--- src/hw/rtl/arxmr_pkg.sv ---
package arxmr_pkg;

    localparam int DATA_W    = 32;
    localparam int FRAC_W    = 16;
    localparam int PROD_W    = 2 * DATA_W;
    localparam int ACC_W     = PROD_W + 4;
    localparam int LAG_REGS  = 4;
    localparam int EXOG_REGS = 2;
    localparam int TERMS     = LAG_REGS + EXOG_REGS;
    localparam int REG_IDX_W = 3;

    localparam int DEF_LAGS       = 4;
    localparam int DEF_EXOG_COUNT = 2;

    typedef logic signed [DATA_W-1:0] data_t;
    typedef logic signed [PROD_W-1:0] prod_t;
    typedef logic signed [ACC_W-1:0]  acc_t;

    localparam data_t DATA_MAX = data_t'({1'b0, {(DATA_W-1){1'b1}}});
    localparam data_t DATA_MIN = data_t'({1'b1, {(DATA_W-1){1'b0}}});

    typedef enum logic [REG_IDX_W-1:0] {
        REG_INTERCEPT  = 3'd0,
        REG_LAG_ONE    = 3'd1,
        REG_LAG_TWO    = 3'd2,
        REG_LAG_THREE  = 3'd3,
        REG_LAG_FOUR   = 3'd4,
        REG_EXOG_ONE   = 3'd5,
        REG_EXOG_TWO   = 3'd6
    } reg_idx_t;

    typedef struct packed {
        data_t                  intercept;
        data_t [LAG_REGS-1:0]   lag;
        data_t [EXOG_REGS-1:0]  exog;
    } coef_t;

    // operands of one item after the history lookup
    typedef struct packed {
        data_t                  y;
        data_t [LAG_REGS-1:0]   lag;
        data_t [EXOG_REGS-1:0]  exog;
    } opnd_t;

endpackage

--- src/hw/rtl/arxmr_cfg.sv ---
module arxmr_cfg
(
    input  logic                                clk,
    input  logic                                rst_n,
    input  logic                                cfg_write,
    input  logic [arxmr_pkg::REG_IDX_W-1:0]     cfg_index,
    input  logic [arxmr_pkg::DATA_W-1:0]        cfg_data,
    output arxmr_pkg::coef_t                    coef
);

    arxmr_pkg::coef_t coef_reg;
    arxmr_pkg::coef_t coef_next;

    always_comb
    begin
        coef_next = coef_reg;
        if (cfg_write)
        begin
            case (arxmr_pkg::reg_idx_t'(cfg_index))
                arxmr_pkg::REG_INTERCEPT: coef_next.intercept = cfg_data;
                arxmr_pkg::REG_LAG_ONE:   coef_next.lag[0]    = cfg_data;
                arxmr_pkg::REG_LAG_TWO:   coef_next.lag[1]    = cfg_data;
                arxmr_pkg::REG_LAG_THREE: coef_next.lag[2]    = cfg_data;
                arxmr_pkg::REG_LAG_FOUR:  coef_next.lag[3]    = cfg_data;
                arxmr_pkg::REG_EXOG_ONE:  coef_next.exog[0]   = cfg_data;
                arxmr_pkg::REG_EXOG_TWO:  coef_next.exog[1]   = cfg_data;
                default:                  coef_next = coef_reg;
            endcase
        end
    end

    always_ff @(posedge clk or negedge rst_n)
    begin
        if (!rst_n)
        begin
            coef_reg <= '0;
        end
        else
        begin
            coef_reg <= coef_next;
        end
    end

    assign coef = coef_reg;

endmodule

--- config.mk ---
export PLATFORM = sky130hd
export DESIGN_NAME = arxmr_cfg
export DESIGN_NICKNAME = d
export VERILOG_FILES = /design/src/hw/rtl/arxmr_pkg.sv /design/src/hw/rtl/arxmr_cfg.sv
export SDC_FILE = /design/constraint.sdc
export NUM_CORES = 1
export LEC_CHECK = 0
export BUFFER_PORTS_ARGS = -buffer_cell sky130_fd_sc_hd__buf_2
export CAP_MARGIN = 25
export CORE_ASPECT_RATIO = 0.7
export CORE_MARGIN = 3
export CORE_UTILIZATION = 25
export DETAILED_ROUTE_END_ITERATION = 10
export PLACE_DENSITY_LB_ADDON = 0.3
export SLEW_MARGIN = 40
export SYNTH_ARGS = -nofsm -noshare
export SYNTH_HDL_FRONTEND = slang
export SYNTH_SLANG_ARGS = --single-unit
export TNS_END_PERCENT = 5
--- constraint.sdc ---
create_clock -name clk -period 1.95 [get_ports clk]
set_input_delay 0.39 -clock clk [delete_from_list [all_inputs] [get_ports clk]]
set_output_delay 0.39 -clock clk [all_outputs]
set_load 0.1 [all_outputs]
* After elaboration in Yosys (flattened, before gate mapping)
Cells that the tools add are included.
W data, S select, Z words.
** Word-level totals
- Output and inout bits :: 224
- Flip-flop bits (word level) :: 224
- Logic and storage cells :: 21
- Bits of input ports :: 38
** Operators by class
- Reductions and logical operators :: 8
- Eq/ne operators :: 6
** Operator list (count)
- $reduce_and A2 Y1 :: 7
- $eq A3 B3 Y1 const B :: 3
- $eq A3 B2 Y1 const B :: 2
- $eq A3 B1 Y1 const B :: 1
- $logic_not A3 Y1 :: 1

* Depth between registers and ports, before layout
- Depth in word-level cells :: 2
- Depth in mapped cells :: 5
- Mapped depth without buffers :: 2

* Least setup slack after synthesis
OpenSTA, ideal clock, no wires.
- Path kind :: in2reg
- From :: input cfg_index[1] (netlist bit)
- To :: register coef_reg (netlist bit coef[172])
- Library setup time :: 0.125 ns
- Stages :: 5
- Data arrival time :: 1.441 ns
- Buffers on the path :: 3
- Path slack :: 0.383 ns
- Required time :: 1.825 ns
- Cell sequence :: buf_2 -> nor4bb_1 -> buf_2 -> buf_4 -> mux2_2
** On the way
- Longest elaborated chain between the ends :: 2
** Ends and longest elaborated chain
- start: declaration :: RTL line arxmr_cfg.sv:6 : input logic [arxmr_pkg::REG_IDX_W-1:0] cfg_index,
- $eq A3 B3 Y1 :: RTL line arxmr_cfg.sv:19 : case (arxmr_pkg::reg_idx_t'(cfg_index))
- $reduce_and A2 Y1 (no line)
- end signal: assignment :: RTL line arxmr_cfg.sv:40 : coef_reg <= coef_next;
- end: declaration :: RTL line arxmr_cfg.sv:11 : arxmr_pkg::coef_t coef_reg;
No other way between the ends.
A chain may end at the register's enable or synchronous reset.

* Worst setup path in the final report
- From :: register coef_reg (netlist bit coef[203])
- To :: output coef[203] (netlist bit)
** RTL lines
- end: declaration :: RTL line arxmr_cfg.sv:8 : output arxmr_pkg::coef_t coef
No word-level cell between the ends.

==> impl_metrics.toml <==
[synth]
syn_nets = 521
yosysTopAreaCell = "dfrtp_1"
async_flop_share = 1.00
ys_seq_area_frac = 0.669
ys_warn_count = 0
yosys.area_share.simple = 0.00956
synth_top_family_by_area = "multiplexers"
ys.flop_type = "dfrtp_1"
synthMuxAreaShare = 0.301
yosysMostFrequentCell = "dfrtp_1"
synth_area_leaders = "dfrtp_1 (67%), mux2_2 (25%), mux2_1 (5.2%)"
syn-instance-count = 483
yosys.area_share.adder = 0
syn_area_sq_um = 8380
synth_seq_cells = 224
yosys-top-cells-count = "dfrtp_1 (224), mux2_2 (185), mux2_1 (39)"
synth_top_area_frac = 0.669
synthXorXnorAreaFrac = 0
synth.avg_cell_area_sq_um = 17.3
ys_types = 8
synth-compound-area-share = 0
synth-edff-count = 0

[die]
row_count = 55
start_util = 0.256
die_h_um = 159
die_w_um = 225
fp.dieArea_sq_um = 35800
core-area_sq_um = 32700
ios = 262

[global_route]
grt_util_met1 = 0.168
grt_use_met3 = 0.0509
antenna_found_initial = 0
grt.busiest_layer = "met2"
grt_pass1_wl_mm = 35.3
overflow = 0
grt_max_degree = 58
use_met2 = 0.199
grt_pass1_vias = 5446
grt.total_usage = 0.127

[final_layout]
largest_reg_flops = 224
syn_to_final_growth_pct = 34.3
nFillCells = 3202
n_antenna_cell = 0
finalNetCount = 803
drive_gt1_frac = 0.656

[setup_path]
crit_path_end_kind = "output port"
crit_fanout = 2
cp.required_ps = 1560
critical_path.cell_chain = "buf_2"
start_kind = "register"
path_buf_inv = 1
slowest_stage = "buf_2"
crit_type = "reg2out"
reg2reg_from = "coef[203]$_DFFE_PN0P_"
rr_worst_depth = 1
cpLargestDelayFamily = "buffers and inverters"
slowest_delay_ps = 440
worst_r2r_endpoint = "coef[203]$_DFFE_PN0P_"
r2r_slack_ps = 1140
arrival_ps = 1330

[worst_hold_path]
hp-class = "in2reg"
hold_path_startpoint = "cfg_data[8]"
min_delay_worst_endpoint = "coef[200]$_DFFE_PN0P_"
min_path_cells = 2

[routing]
wl_per_cell_um = 19.0
firstDrtPassIters = 4
drtIter0Drc = 222
via_count = 5141
drcViolationCount = 0
drt_wl_total_mm = 23.0
ant_nets = 0
viasPerCell = 4.25

[clocking]
post_cts_resized = 0
path_clk_slew_ps = 60
numCtsBuffers = 24
clock_latency_ps = 510
clock_sinks = 224
h-tree-depth = 1
cts-root-buf = "clkbuf_16"
clockBufferDepth = 3
cts_tree = "built"

[sta]
rsz0062_at_grt = "no"
fin_skew_ps = 0
tns_ps = 0
fmax_mhz = 581
fin_crit_sh = 0.883
relSlewSlack = 0.648
final-setup-viol-count = 0
slew_viol_final = 0
tightest_slew_ps = 532
min_period_ps = 1720
hold_violations = 0

[outcome]
status = "completed"

[run]
maxCapViolations = 0

[placed_design]
numPortBuffers = 261
gp_congestion = 0.699
place.detailed.hpwl_mm = 15.8
-- what timing repair did --
item	in CTS	in global routing
hold endpoints to repair	49	0
hold buffers	1	0
setup buffers	0	0
-- metal layers --
metal / vias up / routed length (um)
met5: - / 0
met4: 0 / 418
li1: 2297 / -
met3: 23 / 1850
met2: 154 / 10300
met1: 2667 / 10500
-- worst max-delay path by stage --
| stage | from | endpoint | slack, ps | cells after the start |
|---|---|---|---|---|
| floorplan | cfg_index[1] | coef[172]$_DFFE_PN0P_ | 380 | 5 |
| global placement | cfg_index[1] | coef[209]$_DFFE_PN0P_ | 190 | 4 |
| detailed placement | cfg_index[1] | coef[209]$_DFFE_PN0P_ | 180 | 4 |
| CTS | coef[203]$_DFFE_PN0P_ | coef[203] | 180 | 1 |
| global route | coef[80]$_DFFE_PN0P_ | coef[80] | 150 | 1 |
| finish | coef[203]$_DFFE_PN0P_ | coef[203] | 230 | 1 |
-- stage by stage --
step / utilization / instances / hold slack (ps) / area (sq um) / setup WS, ps
after global routing: 0.344 / 1210 / 159 / 11300 / 151
final: 0.344 / 1210 / 179 / 11300 / 228
after CTS: 0.344 / 1210 / 141 / 11300 / 182
after floorplan: - / 483 / 94.4 / 8380 / 383
after global placement: 0.319 / 1165 / 377 / 10400 / 186
after detailed placement: 0.319 / 1165 / 374 / 10400 / 180
-- layout make-up --
cell class,instances,area [sq um],area share
clock buffers,32,702,0.0624
well taps,427,534,0.0475
multi-input cells,231,2650,0.235
clock inverters,12,121,0.0108
repair buffers,284,1640,0.146
flip-flops and latches,224,5610,0.498
-- cells in the final DEF (no fill, tap or decap) --
cell / instances
buf_2: 260
dfrtp_1: 224
mux2_2: 185
mux2_1: 39
clkbuf_16: 25
buf_12: 12
buf_4: 10
clkinv_2: 6
clkbuf_8: 5
nor4bb_4: 3
nand4b_1: 3
clkinvlp_4: 3
clkbuf_1: 2
bufinv_16: 2
nor4b_4: 1
clkinv_4: 1
dlygate4sd3_1: 1
buf_8: 1
-- cells by family after synthesis --
logic type | count (synthesis)
multiplexers | 224
flip-flops | 224
buffers and inverters | 28
AND/OR/NAND/NOR | 7
Power is left out: the tool's default activity adds up to more than one toggle a clock period on the data nets, which glitch-free logic cannot reach.
