`src/hw/rtl/arxmr_pkg.sv`:
```
package arxmr_pkg;

    localparam int DATA_W    = 32;
    localparam int FRAC_W    = 16;
    localparam int PROD_W    = 2 * DATA_W;
    localparam int ACC_W     = PROD_W + 4;
    localparam int LAG_REGS  = 4;
    localparam int EXOG_REGS = 2;
    localparam int TERMS     = LAG_REGS + EXOG_REGS;
    localparam int REG_IDX_W = 3;

    localparam int DEF_LAGS       = 4;
    localparam int DEF_EXOG_COUNT = 2;

    typedef logic signed [DATA_W-1:0] data_t;
    typedef logic signed [PROD_W-1:0] prod_t;
    typedef logic signed [ACC_W-1:0]  acc_t;

    localparam data_t DATA_MAX = data_t'({1'b0, {(DATA_W-1){1'b1}}});
    localparam data_t DATA_MIN = data_t'({1'b1, {(DATA_W-1){1'b0}}});

    typedef enum logic [REG_IDX_W-1:0] {
        REG_INTERCEPT  = 3'd0,
        REG_LAG_ONE    = 3'd1,
        REG_LAG_TWO    = 3'd2,
        REG_LAG_THREE  = 3'd3,
        REG_LAG_FOUR   = 3'd4,
        REG_EXOG_ONE   = 3'd5,
        REG_EXOG_TWO   = 3'd6
    } reg_idx_t;

    typedef struct packed {
        data_t                  intercept;
        data_t [LAG_REGS-1:0]   lag;
        data_t [EXOG_REGS-1:0]  exog;
    } coef_t;

    // operands of one item after the history lookup
    typedef struct packed {
        data_t                  y;
        data_t [LAG_REGS-1:0]   lag;
        data_t [EXOG_REGS-1:0]  exog;
    } opnd_t;

endpackage

```
`src/hw/rtl/arxmr_front.sv`:
```
module arxmr_front
#(
    parameter int LAGS       = arxmr_pkg::DEF_LAGS,
    parameter int EXOG_COUNT = arxmr_pkg::DEF_EXOG_COUNT
)
(
    input  logic                clk,
    input  logic                rst_n,
    input  logic                in_valid,
    output logic                in_stall,
    input  arxmr_pkg::data_t    sample_value,
    input  arxmr_pkg::data_t    exog_one,
    input  arxmr_pkg::data_t    exog_two,
    input  logic                series_start,
    output logic                op_valid,
    input  logic                op_ready,
    output arxmr_pkg::opnd_t    op
);

    arxmr_pkg::data_t hist_reg  [LAGS];
    arxmr_pkg::data_t hist_next [LAGS];
    arxmr_pkg::data_t [arxmr_pkg::LAG_REGS-1:0] hist_tap;
    arxmr_pkg::opnd_t op_reg;
    arxmr_pkg::opnd_t op_next;
    logic             op_valid_reg;
    logic             op_valid_next;
    logic             ready;
    logic             accept;

    // lags beyond the history depth read as zero
    for (genvar g = 0; g < arxmr_pkg::LAG_REGS; g++)
    begin : g_tap
        if (g < LAGS)
        begin : g_used
            assign hist_tap[g] = hist_reg[g];
        end
        else
        begin : g_zero
            assign hist_tap[g] = '0;
        end
    end

    assign ready  = !op_valid_reg || op_ready;
    assign accept = in_valid && ready;

    always_comb
    begin
        op_next       = op_reg;
        hist_next     = hist_reg;
        op_valid_next = op_valid_reg;
        if (ready)
        begin
            op_valid_next = in_valid;
        end
        if (accept)
        begin
            op_next.y       = sample_value;
            for (int i = 0; i < arxmr_pkg::LAG_REGS; i++)
            begin
                op_next.lag[i] = series_start ? '0 : hist_tap[i];
            end
            op_next.exog[0] = (EXOG_COUNT > 0) ? exog_one : '0;
            op_next.exog[1] = (EXOG_COUNT > 1) ? exog_two : '0;
            hist_next[0]    = sample_value;
            for (int i = 1; i < LAGS; i++)
            begin
                hist_next[i] = series_start ? '0 : hist_reg[i-1];
            end
        end
    end

    always_ff @(posedge clk or negedge rst_n)
    begin
        if (!rst_n)
        begin
            op_valid_reg <= 1'b0;
            for (int i = 0; i < LAGS; i++)
            begin
                hist_reg[i] <= '0;
            end
        end
        else
        begin
            op_valid_reg <= op_valid_next;
            hist_reg     <= hist_next;
        end
    end

    always_ff @(posedge clk)
    begin
        op_reg <= op_next;
    end

    assign in_stall = !ready;
    assign op_valid = op_valid_reg;
    assign op       = op_reg;

endmodule

```
`config.mk`:
```
export PLATFORM = sky130hd
export DESIGN_NAME = arxmr_front
export DESIGN_NICKNAME = d
export VERILOG_FILES = /design/src/hw/rtl/arxmr_pkg.sv /design/src/hw/rtl/arxmr_front.sv
export SDC_FILE = /design/constraint.sdc
export NUM_CORES = 1
export LEC_CHECK = 0
export BUFFER_PORTS_ARGS = -buffer_cell sky130_fd_sc_hd__clkbuf_2
export CORE_MARGIN = 2
export CORE_UTILIZATION = 29
export CTS_CLUSTER_SIZE = 40
export DETAILED_ROUTE_END_ITERATION = 10
export RECOVER_POWER = 50
export SLEW_MARGIN = 20
export SYNTH_ARGS = -nofsm -noshare
export SYNTH_HDL_FRONTEND = slang
export SYNTH_SLANG_ARGS = --single-unit
```
`constraint.sdc`:
```
create_clock -name clk -period 2.34 [get_ports clk]
set_input_delay 0.234 -clock clk [delete_from_list [all_inputs] [get_ports clk]]
set_output_delay 0.234 -clock clk [all_outputs]
set_load 0.01 [all_outputs]
```
Word level (Yosys, flattened, before mapping)
Index checks and enable logic that the tools add are counted.
Word-level totals
  input port bits: 101
  register bits: 353
  output and inout bits: 226
Operators by class
  reductions and logical operators: 4
  mux-type cells: 3
Operators with widths (number)
  32-bit two-way mux: 3
  1-bit zero test: 2
  1-bit logical AND: 1
  1-bit logical OR: 1

Longest topological paths before layout
  depth after elaboration: 3
  gate-level depth with buffers: 5

Least setup slack after synthesis
No wires, ideal clock.
  kind: flip-flop to flip-flop
  start point: register op_valid_reg (netlist: op_valid)
  end point: register hist_reg[118] in the netlist's numbering
  arrival: 2.371 ns
  stages on the path, launching flop included: 6
  setup slack: -0.156 ns
  setup time: 0.126 ns
  required time: 2.214 ns
  path buffers: 2
  cells stage by stage: dfrtp_1 -> nand2b_4 -> and2_4 -> buf_6 -> buf_6 -> mux2_2
On the way
  longest elaborated chain between the ends: 3
RTL lines
  from (decl): RTL line arxmr_front.sv:25  | logic op_valid_reg;
  from (signal assigned): RTL line arxmr_front.sv:84  | op_valid_reg <= op_valid_next;
  1-bit zero test: RTL line arxmr_front.sv:43  | assign ready = !op_valid_reg || op_ready;
  1-bit logical OR: RTL line arxmr_front.sv:43
  1-bit logical AND: RTL line arxmr_front.sv:44  | assign accept = in_valid && ready;
  net accept: RTL line arxmr_front.sv:28  | logic accept;
  to (signal assigned): RTL line arxmr_front.sv:85  | hist_reg <= hist_next;
  to (decl): RTL line arxmr_front.sv:20  | arxmr_pkg::data_t hist_reg [LAGS];
The timed path passes the listed nets, and every way through them passes these cells.
A chain may end at the register's enable or synchronous reset.

Final worst setup path
  start point: register op_valid_reg (netlist: op_valid)
  end point: register hist_reg[122] in the netlist's numbering
On the way
  longest elaborated chain between the ends: 3
RTL lines (RTL line)
  1-bit zero test: arxmr_front.sv:43
  1-bit logical OR: arxmr_front.sv:43
  1-bit logical AND: arxmr_front.sv:44
No other way between the ends.

==> results by group <==
CTS
  • Clk pin slew, worst setup/hold paths: 0.06 ns
  • Post-CTS setup buffer count: 0
  • CTS Root Cell: clkbuf_16
  • CTS Buffer Depth: 3
  • Clock sink count: 353
  • Clock Latency Late Sink: roughly 0.54 ns
  • CTS H-tree lvls: 2
  • Clock buffer count from CTS: 38
  • CTS tree: built

STA
  • Setup_tns: 0 ns
  • Fin. max-slew vios: 0
  • Rel. slew slack: between 10% and 20%
  • Setup ws final: 0.576 ns
  • WHS: 0.268 ns
  • FMAX: about 0.57 GHz
  • Fin Clk Skew: just under 0.008 ns
  • Worst Tran Pin Value: around 1.3 ns
  • Final period util: between 70 and 80%
  • Final Hold Viols: 0
  • Min Tclk post-route: 1.76 ns
  • Setup repair after global routing missed its margin: no
  • # setup viols final: 0

Placement
  • DP Area: around 0.015 mm2
  • Placed instance count: ~1600
  • Post-DP HPWL: approximately 17000 um
  • Routability cong.: about 0.72
  • Port bufs: 326
  • Setup WS pre-CTS: approximately 0.55 ns

Drt
  • Initial DRT Pass Iterations: 4
  • Vias: roughly 6900
  • Drc violations: 0
  • DRT Wirelength: about 26000 um
  • ANT nets after route: 0
  • Drt wl/cell: roughly 15 um
  • Via density: roughly 4.0
  • Drt first-iter violations: ~260

Synth
  • Syn Inst Count: ~640
  • Synthesized area per cell: 20.2 um2
  • Register area share after synthesis: between 70% and 80%
  • Post-synth top area cell: edfxtp_1
  • Adder-Cell Fraction of Synth Area: 0%
  • Ranking of synthesized cells by area: edfxtp_1 (52%), dfrtp_1 (25%), mux2_4 (12%)
  • Post-synth cell types: 15
  • Combinational family with the most area after synthesis: multiplexers
  • Post-synthesis mux area share: between 10 and 15%
  • Synth Area in XOR/XNOR: 0%
  • Mapped Area: 0.0130 mm2
  • Post-synthesis compound-gate area fraction: 0%
  • Yosys Warn Count: 0
  • Syn nets: approximately 740
  • Synth Area in Simple Gates: under 10%
  • Register bit total from synthesis: around 350
  • Synth top area share: approximately 52%

Die
  • FP Rows: a little under 80
  • Die X: around 220 um
  • Die Ht: between 200 and 250 um
  • Ports: 327
  • Initial core utilization: between 20% and 30%
  • Total die area: 0.0464 mm2
  • Core footprint: around 0.044 mm2

Final layout
  • Utilization after layout: between 30% and 40%
  • Final instance area: between 0.015 and 0.02 mm2
  • Final non-filler cell total: about 1700
  • Fillcell total: roughly 4200
  • Multi-input gate area: between 0.002 and 0.003 mm2
  • Fraction of layout cells with a size suffix above 1: between 30% and 40%
  • Area grow syn2layout: 34.9%
  • Final-stage net count: about 1200
  • Reg area: about 0.01 mm2
  • # diodes: 0
  • Max FFs per register: approximately 220

Global routing
  • Gr usage total: 11.3%
  • Initial antenna violation count: 2
  • Number of global-route vias before repair: approximately 7300
  • GRT overflow: 0
  • Largest net degree at the start of global routing: between 50 and 60
  • First-pass GRT wire length: 41100 um

Critical path
  • CP endpoint kind: flip-flop
  • Required time of the critical path: ~2.8 ns
  • Crit path max fanout: 24
  • CP Class: reg2reg
  • Startpoint types: flip-flop
  • Crit path DAT: 2.18 ns

Power
  • PD cells: around 860 mW/mm2
  • VDD IR max: slightly below 0.0005 V
  • Pwr Total: roughly 15 mW
  • Leakage: about 7.3 nW

Hold path
  • Hold/Removal Path Class: in2reg

Run
  • Max cap viols: 0

Run status
  • Status: completed
-- path summary, 6_finish.rpt --
path | cells past startpoint | slack, ns | endpoint | startpoint
worst max-delay path | 5 | 0.58 | hist_reg[122] | op_valid
worst min register to register | 1 | 0.50 | hist_reg[3] | hist_reg[3]
min in group asynchronous | 2 | 0.54 | hist_reg[117] | rst_n
worst min-delay path | 3 | 0.27 | op[179] | series_start
max in group asynchronous | 3 | 0.85 | hist_reg[63] | rst_n
worst max register to register | 5 | 0.58 | hist_reg[122] | op_valid
-- final cells by class --
type                    instances  share of cell area [%]
clock buffers                  55                    6.46
multi-input cells             259                    15.4
inverters                       1                  0.0215
flip-flops and latches        353                    57.0
well taps                     592                    4.24
clock inverters                14                   0.666
repair buffers                456                    16.3
-- what timing repair did --
item,CTS,global route
gates resized for setup,0,0
endpoints found under the hold margin,173,0
hold buffers,99,0
endpoints found under the setup margin,0,0
-- power breakdown --
group | switching (mW) | total [mW] | internal, mW | leakage (nW)
clock network | 2.37 | 5.94 | 3.57 | 0.613
logic | 0.714 | 1.59 | 0.879 | 2.88
registers | 0.227 | 7.50 | 7.28 | 3.85
total | 3.31 | 15.0 | 11.7 | 7.34
-- synth_stat cells --
cell      number
and2_4         1
inv_1          1
buf_2          5
buf_12        11
nand2b_1       1
buf_6          2
nand2b_4       1
mux2_4       100
edfxtp_1     224
and2b_1       35
nor2b_1       93
dfrtp_1      129
mux2_2        28
clkbuf_1       9
buf_4          1
-- critical path, cell delays in order (launching register included) --
cell and delay [ns]:
dfrtp_1 0.38, nand2b_2 0.09, and2_4 0.34, buf_12 0.25, buf_12 0.21, mux2_2 0.34
-- routing by layer --
metal | wire length (um) | vias up | track usage, %
met4 | 744 | 4 | 4.83
met2 | 13100 | 199 | 19.1
li1 | - | 3255 | -
met3 | 1490 | 53 | 2.66
met5 | 30 | - | 0
met1 | 11000 | 3432 | 13.8
-- cell families (layout without fill, tap and decap cells) --
group / after synthesis / count (layout)
flip-flops: 353 / 353
multiplexers: 128 / 128
AND/OR/NAND/NOR: 131 / 131
buffers and inverters: 29 / 526
-- layout by cell type (no fill, tap or decap), drive strengths merged --
cell | Yosys | routed
nor2b | 93 | 93
buf | 19 | 32
clkinv | 0 | 12
nand2b | 2 | 2
mux2 | 128 | 128
and2 | 1 | 1
and2b | 35 | 35
edfxtp | 224 | 224
dlygate4sd3 | 0 | 99
dfrtp | 129 | 129
clkbuf | 9 | 380
bufinv | 0 | 2
inv | 1 | 1
Note: power is estimated with default switching activity, not from simulation.
