`src/hw/rtl/arxmr_pkg.sv`:
```
package arxmr_pkg;

    localparam int DATA_W    = 32;
    localparam int FRAC_W    = 16;
    localparam int PROD_W    = 2 * DATA_W;
    localparam int ACC_W     = PROD_W + 4;
    localparam int LAG_REGS  = 4;
    localparam int EXOG_REGS = 2;
    localparam int TERMS     = LAG_REGS + EXOG_REGS;
    localparam int REG_IDX_W = 3;

    localparam int DEF_LAGS       = 4;
    localparam int DEF_EXOG_COUNT = 2;

    typedef logic signed [DATA_W-1:0] data_t;
    typedef logic signed [PROD_W-1:0] prod_t;
    typedef logic signed [ACC_W-1:0]  acc_t;

    localparam data_t DATA_MAX = data_t'({1'b0, {(DATA_W-1){1'b1}}});
    localparam data_t DATA_MIN = data_t'({1'b1, {(DATA_W-1){1'b0}}});

    typedef enum logic [REG_IDX_W-1:0] {
        REG_INTERCEPT  = 3'd0,
        REG_LAG_ONE    = 3'd1,
        REG_LAG_TWO    = 3'd2,
        REG_LAG_THREE  = 3'd3,
        REG_LAG_FOUR   = 3'd4,
        REG_EXOG_ONE   = 3'd5,
        REG_EXOG_TWO   = 3'd6
    } reg_idx_t;

    typedef struct packed {
        data_t                  intercept;
        data_t [LAG_REGS-1:0]   lag;
        data_t [EXOG_REGS-1:0]  exog;
    } coef_t;

    // operands of one item after the history lookup
    typedef struct packed {
        data_t                  y;
        data_t [LAG_REGS-1:0]   lag;
        data_t [EXOG_REGS-1:0]  exog;
    } opnd_t;

endpackage

```
`src/hw/rtl/arxmr_sat.sv`:
```
module arxmr_sat
(
    input  logic                clk,
    input  logic                rst_n,
    input  logic                sum_valid,
    output logic                sum_ready,
    input  arxmr_pkg::acc_t     sum,
    input  arxmr_pkg::data_t    sum_y,
    output logic                out_valid,
    input  logic                out_stall,
    output arxmr_pkg::data_t    predicted_mean,
    output arxmr_pkg::data_t    residual,
    output logic                saturated
);

    localparam int HI_W = arxmr_pkg::ACC_W - arxmr_pkg::FRAC_W - arxmr_pkg::DATA_W + 1;

    arxmr_pkg::acc_t                    mean_wide;
    logic [HI_W-1:0]                    mean_hi;
    logic                               mean_clip;
    arxmr_pkg::data_t                   mean_sat;
    logic signed [arxmr_pkg::DATA_W:0]  diff;
    logic                               res_clip;
    arxmr_pkg::data_t                   res_sat;

    logic             out_valid_reg;
    arxmr_pkg::data_t mean_reg;
    arxmr_pkg::data_t res_reg;
    logic             sat_reg;
    logic             ready;

    // floor to Q16.16, then clip when the upper bits are not a pure sign extension
    assign mean_wide = sum >>> arxmr_pkg::FRAC_W;
    assign mean_hi   = mean_wide[arxmr_pkg::ACC_W-arxmr_pkg::FRAC_W-1:arxmr_pkg::DATA_W-1];
    assign mean_clip = !(&mean_hi) && (|mean_hi);
    assign mean_sat  = mean_clip ?
                       (mean_wide[arxmr_pkg::ACC_W-1] ? arxmr_pkg::DATA_MIN : arxmr_pkg::DATA_MAX)
                       : mean_wide[arxmr_pkg::DATA_W-1:0];

    assign diff     = {sum_y[arxmr_pkg::DATA_W-1], sum_y}
                    - {mean_sat[arxmr_pkg::DATA_W-1], mean_sat};
    assign res_clip = diff[arxmr_pkg::DATA_W] != diff[arxmr_pkg::DATA_W-1];
    assign res_sat  = res_clip ?
                      (diff[arxmr_pkg::DATA_W] ? arxmr_pkg::DATA_MIN : arxmr_pkg::DATA_MAX)
                      : diff[arxmr_pkg::DATA_W-1:0];

    assign ready = !out_valid_reg || !out_stall;

    always_ff @(posedge clk or negedge rst_n)
    begin
        if (!rst_n)
        begin
            out_valid_reg <= 1'b0;
        end
        else if (ready)
        begin
            out_valid_reg <= sum_valid;
        end
    end

    always_ff @(posedge clk)
    begin
        if (sum_valid && ready)
        begin
            mean_reg <= mean_sat;
            res_reg  <= res_sat;
            sat_reg  <= mean_clip || res_clip;
        end
    end

    assign sum_ready      = ready;
    assign out_valid      = out_valid_reg;
    assign predicted_mean = mean_reg;
    assign residual       = res_reg;
    assign saturated      = sat_reg;

endmodule

```
`config.mk`:
```
export PLATFORM = sky130hd
export DESIGN_NAME = arxmr_sat
export DESIGN_NICKNAME = d
export VERILOG_FILES = /design/src/hw/rtl/arxmr_pkg.sv /design/src/hw/rtl/arxmr_sat.sv
export SDC_FILE = /design/constraint.sdc
export NUM_CORES = 1
export LEC_CHECK = 0
export ABC_AREA = 1
export BUFFER_PORTS_ARGS = -buffer_cell sky130_fd_sc_hd__buf_2
export CAP_MARGIN = 5
export CORE_UTILIZATION = 40
export CTS_CLUSTER_SIZE = 30
export DETAILED_ROUTE_END_ITERATION = 7
export PLACE_DENSITY_LB_ADDON = 0.05
export SLEW_MARGIN = 40
export SYNTH_ARGS = -nofsm -noshare
export SYNTH_HDL_FRONTEND = slang
export SYNTH_SLANG_ARGS = --single-unit
```
`constraint.sdc`:
```
create_clock -name clk -period 3.85 [get_ports clk]
set_clock_uncertainty 0.05 [all_clocks]
set_input_delay 0.77 -clock clk [delete_from_list [all_inputs] [get_ports clk]]
set_output_delay 0.77 -clock clk [all_outputs]
set_load 0.02 [all_outputs]
```
======== Yosys cells after proc, flatten, opt, wreduce, memory -nomap -nowiden ========
Index checks and enable logic that the tools add are counted.
storage, ports and cells
  logic and storage cells ................. 19
  input bits .............................. 104
  output and inout bits ................... 67
  bits in registers ....................... 66
operators by class
  equal/unequal tests ..................... 1
  add/subtract/negate cells ............... 1
  reductions and logical operators ........ 9
  muxes and demuxes ....................... 4
operators by type and width
  operator                      number
  2-to-1 mux 32 bit             4
  subtractor 32 x 32 -> 33 bit  1
  AND reduction 21 bit          1
  OR reduction 21 bit           1
  logical NOT 1 bit             3
  logical AND 1 bit             2
  logical OR 1 bit              2
  != test 1 bit                 1

======== Logic depth before layout (Yosys ltp) ========
  word-level depth ........................ 7
  depth in mapped cells ................... 25
  mapped depth without buffers ............ 23

======== Worst setup path before layout ========
OpenSTA, ideal clock, no wires.
  kind .................................... input to register
  start point ............................. input sum_valid
  end point ............................... register mean_reg[0], in the netlist predicted_mean[0] (enable)
  stages .................................. 2
  data required time ...................... 3.290 ns
  library setup time ...................... 0.510 ns
  slack ................................... -0.676 ns
  arrival ................................. 3.966 ns
  buffers on the path ..................... 0
  cells stage by stage .................... inv_1 > a21oi_1
between the ends
  word-level cells in the longest chain between the ends .. 1
ends and longest elaborated chain
  item                    line             source
  start: declaration      arxmr_sat.sv:5   input logic sum_valid,
  logical AND 1 bit       arxmr_sat.sv:63  if (sum_valid && ready)
  end signal: assignment  arxmr_sat.sv:65  mean_reg <= mean_sat;
  end: declaration        arxmr_sat.sv:27  arxmr_pkg::data_t mean_reg;
No other way between the ends.
A chain may end at the register's enable or synchronous reset.

======== Final worst setup path ========
  start point ............................. input sum[48]
  end point ............................... register res_reg[22], in the netlist residual[22] (data pin)
between the ends
  word-level cells in the longest chain between the ends .. 7
  elaborated cells between the ends (all ways) .. 9
  classes of those cells .................. add/sub: 1; eq/ne: 1; mux: 3; reduce/logical: 4
ends and longest elaborated chain
  item                                                line                              source
  start: declaration                                  arxmr_sat.sv:7                    input arxmr_pkg::acc_t sum,
  AND reduction 21 bit                                arxmr_sat.sv:35                   assign mean_clip = !(&mean_hi) && (|mean_hi);
  logical NOT 1 bit                                   arxmr_sat.sv:35
  logical AND 1 bit *                                 arxmr_sat.sv:35
  2-to-1 mux 32 bit *                                 arxmr_sat.sv:36                   assign mean_sat = mean_clip ?
  subtractor 32 x 32 -> 33 bit *                      arxmr_sat.sv:41                   - {mean_sat[arxmr_pkg::DATA_W-1], mean_sat};
  2-to-1 mux 32 bit or != test 1 bit (tied branches)  arxmr_sat.sv:44, arxmr_sat.sv:42
  2-to-1 mux 32 bit *                                 arxmr_sat.sv:43                   assign res_sat = res_clip ?
  net res_sat[22]                                     arxmr_sat.sv:24                   arxmr_pkg::data_t res_sat;
  end signal: assignment                              arxmr_sat.sv:66                   res_reg <= res_sat;
  end: declaration                                    arxmr_sat.sv:28                   arxmr_pkg::data_t res_reg;
Mark *: on every way through the listed nets, which the timed path passes. The rest lies on a longest branch.

==> results.ini <==
[status]
status=finished, final reports clean

[synthesis]
synth_edf_count=65
synth_compound_area_share_pct=9.834
synth-seq-cells=66
synth_xor_xnor_area_share_pct=3.001
yosysWarnings=0
avgSynthCellArea_um2=7.588
synth-seq-area-share_pct=39.84
synth-simple-area-share_pct=29.70
synth_area_leaders=edfxtp_1 (39%), nand2_1 (17%), ha_1 (8.1%), inv_1 (7.2%), a21oi_1 (6.2%)
syn_inst=654
yosys.area_share.adder_pct=8.472
ys_types=32
ys.flop_type=edfxtp_1
yosysTopAreaCell=edfxtp_1
synth_top_family_by_area=simple AND/OR/NAND/NOR gates
synth_top_area_share_pct=39.33
async_flop_share_pct=1.515
synth_area_um2=4962
synthMuxAreaShare_pct=0
syn_nets=791

[detailed_routing]
vias=4906
via_per_inst=4.637
dr.first_iter.drc_count=210
finalWirelength_um=13810
dr.pass1.iters=4
drtAntennaViolNets=0
drcViolationCount=0
wire_per_inst_um=13.06

[sta]
finalCriticalPeriod_ns=3.612
tightest_slew_ns=0.6129
setup_ws_ns=0.2381
clock.fmax_mhz=276.9
whs_ns=0.1460
slew_viol_final=0
setup_viol=0
max_slew_margin_pct=59.14
totalNegativeSetupSlack_ns=0
post-route-period-util_pct=93.81
hold_viol_final=0

[cells_and_area]
stdcell_area_um2=6919
layout_commonest_cell=nand2_1
area_growth_syn_to_layout_pct=39.44
fin_nets=1022
drive_gt1_share_pct=33.37
nFillCells=1133
seq_area_um2=1977
n_antenna_cell=0
multi_input_area_um2=2625
mostFrequentLayoutCells=nand2_1 (226), buf_2 (154), inv_1 (95), buf_4 (68), edfxtp_1 (65)

[clocking]
cts_buffers=9
clkLatencyLatePin_ns=0.33
cts_sinks=66
h-tree-depth=3
clockRootBuffer=clkbuf_16
cts_tree=built
clk_pin_slew_worst_paths_ns=0.05
cts.path.max_buffers=2

[worst_setup_path]
path_delay_family=simple AND/OR/NAND/NOR gates
cp-end-kind=flip-flop
crit_arrival_ns=3.65
worstPathCellList=buf_2 > nor4_2 > nand2_1 > nor2_1 > nand3_1 > nand2_1 > buf_12 > a21oi_2 > ha_1 > nand2_1 > nor2_1 > nand2_1 > nor2_1 > nand2_2 > nand3_1 > nand2_4 > nor2_4 > o21ai_2
ff2ff_setup_slack_ns=2.33
path_buf_inv=2
crit_required_ns=3.89
critPathSlowestCell=ha_1
crit_top_cell=nand2_1
max_stage_delay_ns=0.37
worst-path-max-fanout=18
path_class=in -> reg
startpoint_type=input port

[grt]
grt_pass1_wl_um=21910
grt_max_degree=66
antenna_found_initial=0
grt_util_all_layers_pct=21.92
grt_pass1_vias=4716
grt_overflow=0

[die]
io_pins=171
fp-row-count=40
core_region_area_um2=12060
initial_utilization_pct=41.14
die_w_um=113.4
die_y_um=113.4
die-area_um2=12860

[placement]
dpl_cell_area_um2=6539
place_congestion=0.8679
pre_cts_slack_ns=-0.1884
io_buffers=154
dpl.hpwl_um=11150

[pwr]
peakVddDrop_mv=0.1818
p_leak_nw=3.626
power_density_nw_per_um2=374.3

[run]
maxCapViolCount=0

[min_path]
hold_path.class=in -> async

[kinds of logic after synthesis]
group,count (synthesis)
adder cells (fa/ha/maj),33
flip-flops,66
AO/OA/AOI/OAI,86
buffers and inverters,110
XOR/XNOR,17
AND/OR/NAND/NOR,342
[cell type report]
cell class / count / share of cell area [%]
Clock buffer: 10 / 3.309
Clock inverter: 6 / 0.8318
Inverter: 98 / 5.316
Multi-Input combinational cell: 479 / 37.94
Sequential cell: 66 / 28.57
Tap cell: 168 / 3.038
Timing Repair Buffer: 231 / 20.99
[worst reg2reg max path, stage by stage (launching register included)]
cell     delay (ns)
dfrtp_1        0.41
a21oi_4        0.16
buf_6          0.49
[synthesized netlist by cell type, types with 2 or more instances]
| master | number |
|---|---|
| nor4_1 | 8 |
| ha_1 | 32 |
| o21ai_0 | 5 |
| buf_2 | 3 |
| nand2_4 | 3 |
| nor2_2 | 2 |
| nand2_2 | 12 |
| a21oi_1 | 61 |
| inv_1 | 95 |
| xnor2_1 | 4 |
| o21ai_1 | 2 |
| a21oi_2 | 2 |
| inv_2 | 3 |
| buf_6 | 5 |
| nand4_1 | 4 |
| clkbuf_1 | 4 |
| nor3_1 | 2 |
| nor2_4 | 2 |
| o21bai_1 | 7 |
| xor2_1 | 13 |
| edfxtp_1 | 65 |
| nand3_1 | 24 |
| o21ai_2 | 8 |
| nor2_1 | 48 |
| nand2_1 | 226 |
| nand3b_1 | 8 |
[final timing paths]
path | startpoint | endpoint | cells past startpoint
setup / recovery | sum[48] | residual[22]$_DFFE_PP_ | 18
hold / removal | rst_n | out_valid$_DFFE_PN0N_ | 1
setup reg to reg | out_valid$_DFFE_PN0N_ | predicted_mean[0]$_DFFE_PP_ | 2
hold reg to reg | out_valid$_DFFE_PN0N_ | out_valid$_DFFE_PN0N_ | 2
max in group asynchronous | rst_n | out_valid$_DFFE_PN0N_ | 1
min in group clk | out_valid$_DFFE_PN0N_ | out_valid$_DFFE_PN0N_ | 2
[per-stage QoR]
step           util, %  total power (W)  std cells
3_5_place_dp     54.21         0.001787       1040
5_1_grt          57.37         0.002733       1058
6_report         57.37         0.002590       1058
4_1_cts          56.59         0.002601       1056
3_3_place_gp     54.21         0.001777       1040
2_1_floorplan        -         0.001452        654
[per-layer routing]
| layer | wire length, um | track usage (%) | vias to the layer above |
|---|---|---|---|
| met5 | 0 | 0 | - |
| met4 | 248 | 8.246 | 0 |
| met3 | 669 | 3.135 | 15 |
| met2 | 6460 | 36.93 | 138 |
| met1 | 6435 | 28.62 | 2178 |
| li1 | - | - | 2575 |
[timing repair]
item	CTS	global route
gates resized for setup	0	16
endpoints found under the setup margin	0	32
hold buffers	0	0
buffers inserted	0	1
[where the power goes]
| group | internal [W] | total, W | switching (W) |
|---|---|---|---|
| combinational | 0.000363 | 0.000883 | 0.000520 |
| clock | 0.000496 | 0.000802 | 0.000306 |
| sequential | 0.000890 | 0.000905 | 0.0000148 |
| total | 0.00175 | 0.00259 | 0.000840 |
(Power assumes the default switching activity.)
